$ cat src/rtl/frc_pkg.sv
// Shared constants and control types for the FIR filter block.
// Used by frc_lane, frc_merge and fir_filter_real_complex; depends on nothing.
package frc_pkg;

  // Default sizes, handed down from the top level
  localparam int MAX_TAPS_DEF     = 32;
  localparam int SAMPLE_WIDTH_DEF = 16;
  localparam int COEF_WIDTH_DEF   = 16;

  // Accumulator width, products wrap into it
  localparam int ACC_W = 40;

  // Multiply lanes working side by side (power of two, merge tree is two levels)
  localparam int NUM_LANES = 4;
  localparam int LANE_W    = 2;

  // Configuration port
  localparam int APB_ADDR_W = 3;
  localparam int APB_DATA_W = 32;
  localparam logic REG_TAP_COUNT    = 1'b0;
  localparam logic REG_COMPLEX_MODE = 1'b1;

  // Input item kinds carried on tuser
  localparam logic ACT_SAMPLE = 1'b0;
  localparam logic ACT_COEF   = 1'b1;

  // Lane control
  typedef struct packed {
    logic clear;  // zero product and accumulator
    logic mac;    // multiply the taps presented this cycle
    logic acc;    // add the registered product
  } frc_lane_ctrl_t;

  // Merge control
  typedef struct packed {
    logic sum1;   // pairwise lane sums
    logic sum2;   // final total
  } frc_merge_ctrl_t;

endpackage

$ cat src/rtl/frc_lane.sv
// One multiply-accumulate lane: real and imaginary products with a shared coefficient.
// Depends on frc_pkg.
module frc_lane #(
  parameter int SAMPLE_WIDTH = frc_pkg::SAMPLE_WIDTH_DEF,
  parameter int COEF_WIDTH   = frc_pkg::COEF_WIDTH_DEF
) (
  input  logic                           clk_i,
  input  frc_pkg::frc_lane_ctrl_t        ctrl_i,
  input  logic                           tap_ok_i,
  input  logic signed [SAMPLE_WIDTH-1:0] dly_real_i,
  input  logic signed [SAMPLE_WIDTH-1:0] dly_imag_i,
  input  logic signed [COEF_WIDTH-1:0]   coef_i,
  output logic [frc_pkg::ACC_W-1:0]      acc_real_o,
  output logic [frc_pkg::ACC_W-1:0]      acc_imag_o
);
  import frc_pkg::*;

  localparam int PROD_W = SAMPLE_WIDTH + COEF_WIDTH;
  localparam int EXT_W  = (PROD_W > ACC_W) ? PROD_W : ACC_W;

  logic signed [PROD_W-1:0] mul_real, mul_imag;
  logic signed [EXT_W-1:0]  ext_real, ext_imag;
  logic [ACC_W-1:0]         prod_real_q, prod_imag_q;
  logic [ACC_W-1:0]         acc_real_q, acc_imag_q;

  // Full-width signed products, sign extended then wrapped to the accumulator
  assign mul_real = dly_real_i * coef_i;
  assign mul_imag = dly_imag_i * coef_i;
  assign ext_real = EXT_W'(mul_real);
  assign ext_imag = EXT_W'(mul_imag);

  // Product register, then accumulate (modulo 2^ACC_W)
  always_ff @(posedge clk_i) begin
    if (ctrl_i.clear || !(ctrl_i.mac && tap_ok_i)) begin
      prod_real_q <= '0;
      prod_imag_q <= '0;
    end else begin
      prod_real_q <= ext_real[ACC_W-1:0];
      prod_imag_q <= ext_imag[ACC_W-1:0];
    end
    if (ctrl_i.clear) begin
      acc_real_q <= '0;
      acc_imag_q <= '0;
    end else if (ctrl_i.acc) begin
      acc_real_q <= acc_real_q + prod_real_q;
      acc_imag_q <= acc_imag_q + prod_imag_q;
    end
  end

  assign acc_real_o = acc_real_q;
  assign acc_imag_o = acc_imag_q;

endmodule

$ cat config.mk
export PLATFORM = sky130hd
export DESIGN_NAME = frc_lane
export DESIGN_NICKNAME = d
export VERILOG_FILES = /design/src/rtl/frc_pkg.sv /design/src/rtl/frc_lane.sv
export SDC_FILE = /design/constraint.sdc
export NUM_CORES = 2
export LEC_CHECK = 0
export ABC_AREA = 1
export BUFFER_PORTS_ARGS = -buffer_cell sky130_fd_sc_hd__buf_2
export CORE_MARGIN = 3
export CORE_UTILIZATION = 25
export CTS_CLUSTER_DIAMETER = 200
export DETAILED_ROUTE_END_ITERATION = 8
export PLACE_DENSITY = 0.46
export SLEW_MARGIN = 20
export SYNTH_ARGS = -nofsm -noshare
export SYNTH_HDL_FRONTEND = slang
export SYNTH_SLANG_ARGS = --single-unit
export TNS_END_PERCENT = 30
$ cat constraint.sdc
create_clock -name clk_i -period 13 [get_ports clk_i]
set_input_delay 1.3 -clock clk_i [delete_from_list [all_inputs] [get_ports clk_i]]
set_output_delay 1.3 -clock clk_i [all_outputs]
set_load 0.05 [all_outputs]
==> results.md <==
- Post-DP HPWL: 82,930 µm
- P&R area growth vs syn: 9.104%
- Vias in the first global route: 27,578
- Commonest non-fill, non-tap cells in the layout: 1,173 x inv_1, 1,091 x nand2_1, 526 x fa_1
- Largest net degree at the start of global routing: 71
- Reg-to-Reg Start: acc_imag_o[0]$_SDFFE_PP0P_
- Synthesized area: 31,310 µm²
- Number of synthesized flops with an enable pin: 0
- Rows: 129
- Nature of the critical path endpoint: register
- Syn. warnings: 0
- Fin crit share: 0.5445
- Kind of critical path: primary input to register
- Post-synth cell types: 52
- Storage cell area: 2883 µm²
- Crit-path max cell delay: 0.86 ns
- # Post-CTS Setup Buffers: 0
- DRT antenna net count: 0
- Clk sinks: 144
- Syn Nets: 5,264
- Critical path launch point type: primary input
- Max-slew violation count: 0
- Multi-input logic area: 23,490 µm²
- Port Buffer Count: 132
- Die H: 359.9 µm
- #FFs+latches synth: 144
- Setup TNS: 0 ns
- Avg Cell Area, Syn: 7.047 µm²
- Max Cap Viol: 0
- Worst slew pin tran: 1.016 ns
- Area share of the largest cell type after synthesis: 0.3363
- # H-tree levels: 4
- CP arrival: 7.43 ns
- Min-delay src: acc_imag_o[39]$_SDFFE_PP0P_
- Ordered cell list for the critical path: buf_2 -> nand2_1 -> inv_1 -> fa_1 -> fa_1 -> fa_1 -> fa_1 -> fa_1 -> inv_1 -> fa_1 -> inv_1 -> ha_1 -> nand2_1 -> nor4_1 -> nand3_1 -> nand3_1 -> a21oi_1 -> o21a_1
- Synthesized instance count: 4,443
- Share of cells above drive strength 1: 0.05336
- Most used DFF post-synth: dfxtp_1
- Hold Crit Class: register to register
- Initial core utilization: 0.2526
- Cell taking the most area after synthesis: fa_1
- Setup violators final: 0
- Tmin final: 7.079 ns
- Die area: 129,500 µm²
- Max Clock Skew: 0.01397 ns
- Core area: 124,000 µm²
- Final wirelength: 100,800 µm
- Bufs and invs on worst path: 4
- Root buf cell: clkbuf_16
- GPL Wtd Cong: 0.8967
- DR WL/cell: 16.44 µm
- Worst path most repeated cell: fa_1
- I/O pin cnt: 133
- Largest cells by area after synthesis: fa_1 34%, inv_1 14%, nand2_1 13%
- Total track usage: 0.1575
- Via count: 26,421
- FFs w/ async S/R, synth: 0
- Unrepaired setup endpoints after global routing: false
- CP Max Fanout: 32
- Die W: 359.9 µm
- Status: complete, no violations
- CP startpoint: coef_i[1]
- Crit path max-delay family: adder cells
- # DRC: 0
- Max transition margin: 0.3225
- Fmax: 0.1413 GHz
- PostCTS Resize Cnt: 0
- CTS Buffer Depth: 2
- Vias per cell: 4.310
- DRT iter0 DRCs: 1,676
- Commonest non-fill, non-tap cell in the layout: inv_1
- Clock-pin transition on the worst setup and hold timing paths: 0.07 ns
- CTS tree: built
- Nets@finish: 5,288
- Total gr overflow: 0
- Cts bufs inserted: 17
- WP data required: 13.35 ns
- Initial antenna violation count: 24
- Critical path's slowest cell: fa_1
- Hold_buf cts: 0
- Router iterations before antenna repair: 7
- First-pass GRT wire length: 160,300 µm
- Final Hold Vio Count: 0
- Register area share after synthesis: 0.09208
- Filler cells: 13,785
- Insertion delay to the later sink of the worst-skew pair: 0.46 ns
[tightest hold or removal path: stages (launching register included)]
cell     delay, ns
dfxtp_1       0.33
nand2_1       0.07
a21oi_1       0.05
[state kept, by name (all words and copies together) (netlist names)]
signal / flops
prod_imag_q: 32
acc_real_o: 40
acc_imag_o: 40
prod_real_q: 32
[area by class of cell]
cell class              instances  area share
clock buffers                  20     0.01337
repair buffers                138     0.02073
inverters                    1175      0.1292
flip-flops and latches        144     0.08439
multi-input cells            2991      0.6875
diodes                         14    0.001026
clock inverters                11    0.003846
well taps                    1637     0.05996
[cells in the mapped netlist (3+ instances only)]
cell type / instances
o21ai_2: 4
nor2_2: 13
ha_1: 242
a21o_1: 14
a21boi_1: 3
nor3_1: 24
xor2_1: 26
xnor2_1: 21
nor2_4: 3
nand4_1: 31
nor2_1: 414
nand3_2: 6
o21ai_0: 117
nand2_2: 17
o21a_1: 28
o221ai_1: 6
nand2_1: 1091
a21oi_2: 7
fa_1: 526
o21bai_1: 27
buf_2: 7
a21oi_1: 198
o211ai_2: 3
nand3_1: 113
a31oi_1: 3
clkbuf_1: 120
dfxtp_1: 144
or2_2: 8
o21ai_1: 20
inv_1: 1173
o211ai_1: 5
[metrics by stage]
| step | instance area, µm² | hold WS (ns) | util | std cells | setup WS [ns] |
|---|---|---|---|---|---|
| after floorplan | 31310 | 0.5408 | - | 4443 | 6.637 |
| after global placement | 33530 | 0.4893 | 0.2705 | 6085 | 5.528 |
| after detailed placement | 33540 | 0.4928 | 0.2705 | 6085 | 5.450 |
| after CTS | 34120 | 0.5047 | 0.2753 | 6116 | 5.928 |
| after global routing | 34130 | 0.5175 | 0.2754 | 6120 | 5.508 |
| final | 34160 | 0.5041 | 0.2756 | 6130 | 5.921 |
[metal layers]
| metal | track usage | vias up | wire length [µm] |
|---|---|---|---|
| met5 | 0 | - | 93 |
| met4 | 0.03041 | 14 | 1511 |
| met3 | 0.02555 | 85 | 5696 |
| met2 | 0.2530 | 534 | 44350 |
| met1 | 0.2238 | 12670 | 49150 |
| li1 | - | 13118 | - |
[path summary, 6_finish.rpt]
path,end,slack (ns),cells after the start
min,acc_imag_o[39]$_SDFFE_PP0P_,0.50,2
min reg2reg,acc_imag_o[39]$_SDFFE_PP0P_,0.50,2
max,prod_real_q[24]$_SDFF_PP0_,5.92,18
max reg2reg,acc_imag_o[32]$_SDFFE_PP0P_,10.40,15
[cell families after synthesis]
logic type / share of synthesized area
and+or+nand+nor: 0.2232
AOI/OAI and AO/OA: 0.08057
DFF: 0.09208
adders and majority gates: 0.4330
buffers and inverters: 0.1580
xor gates and xnor gates: 0.01315
Power is not shown: default switching activity piles up to over one toggle a cycle in this logic, so the estimate is an artifact.
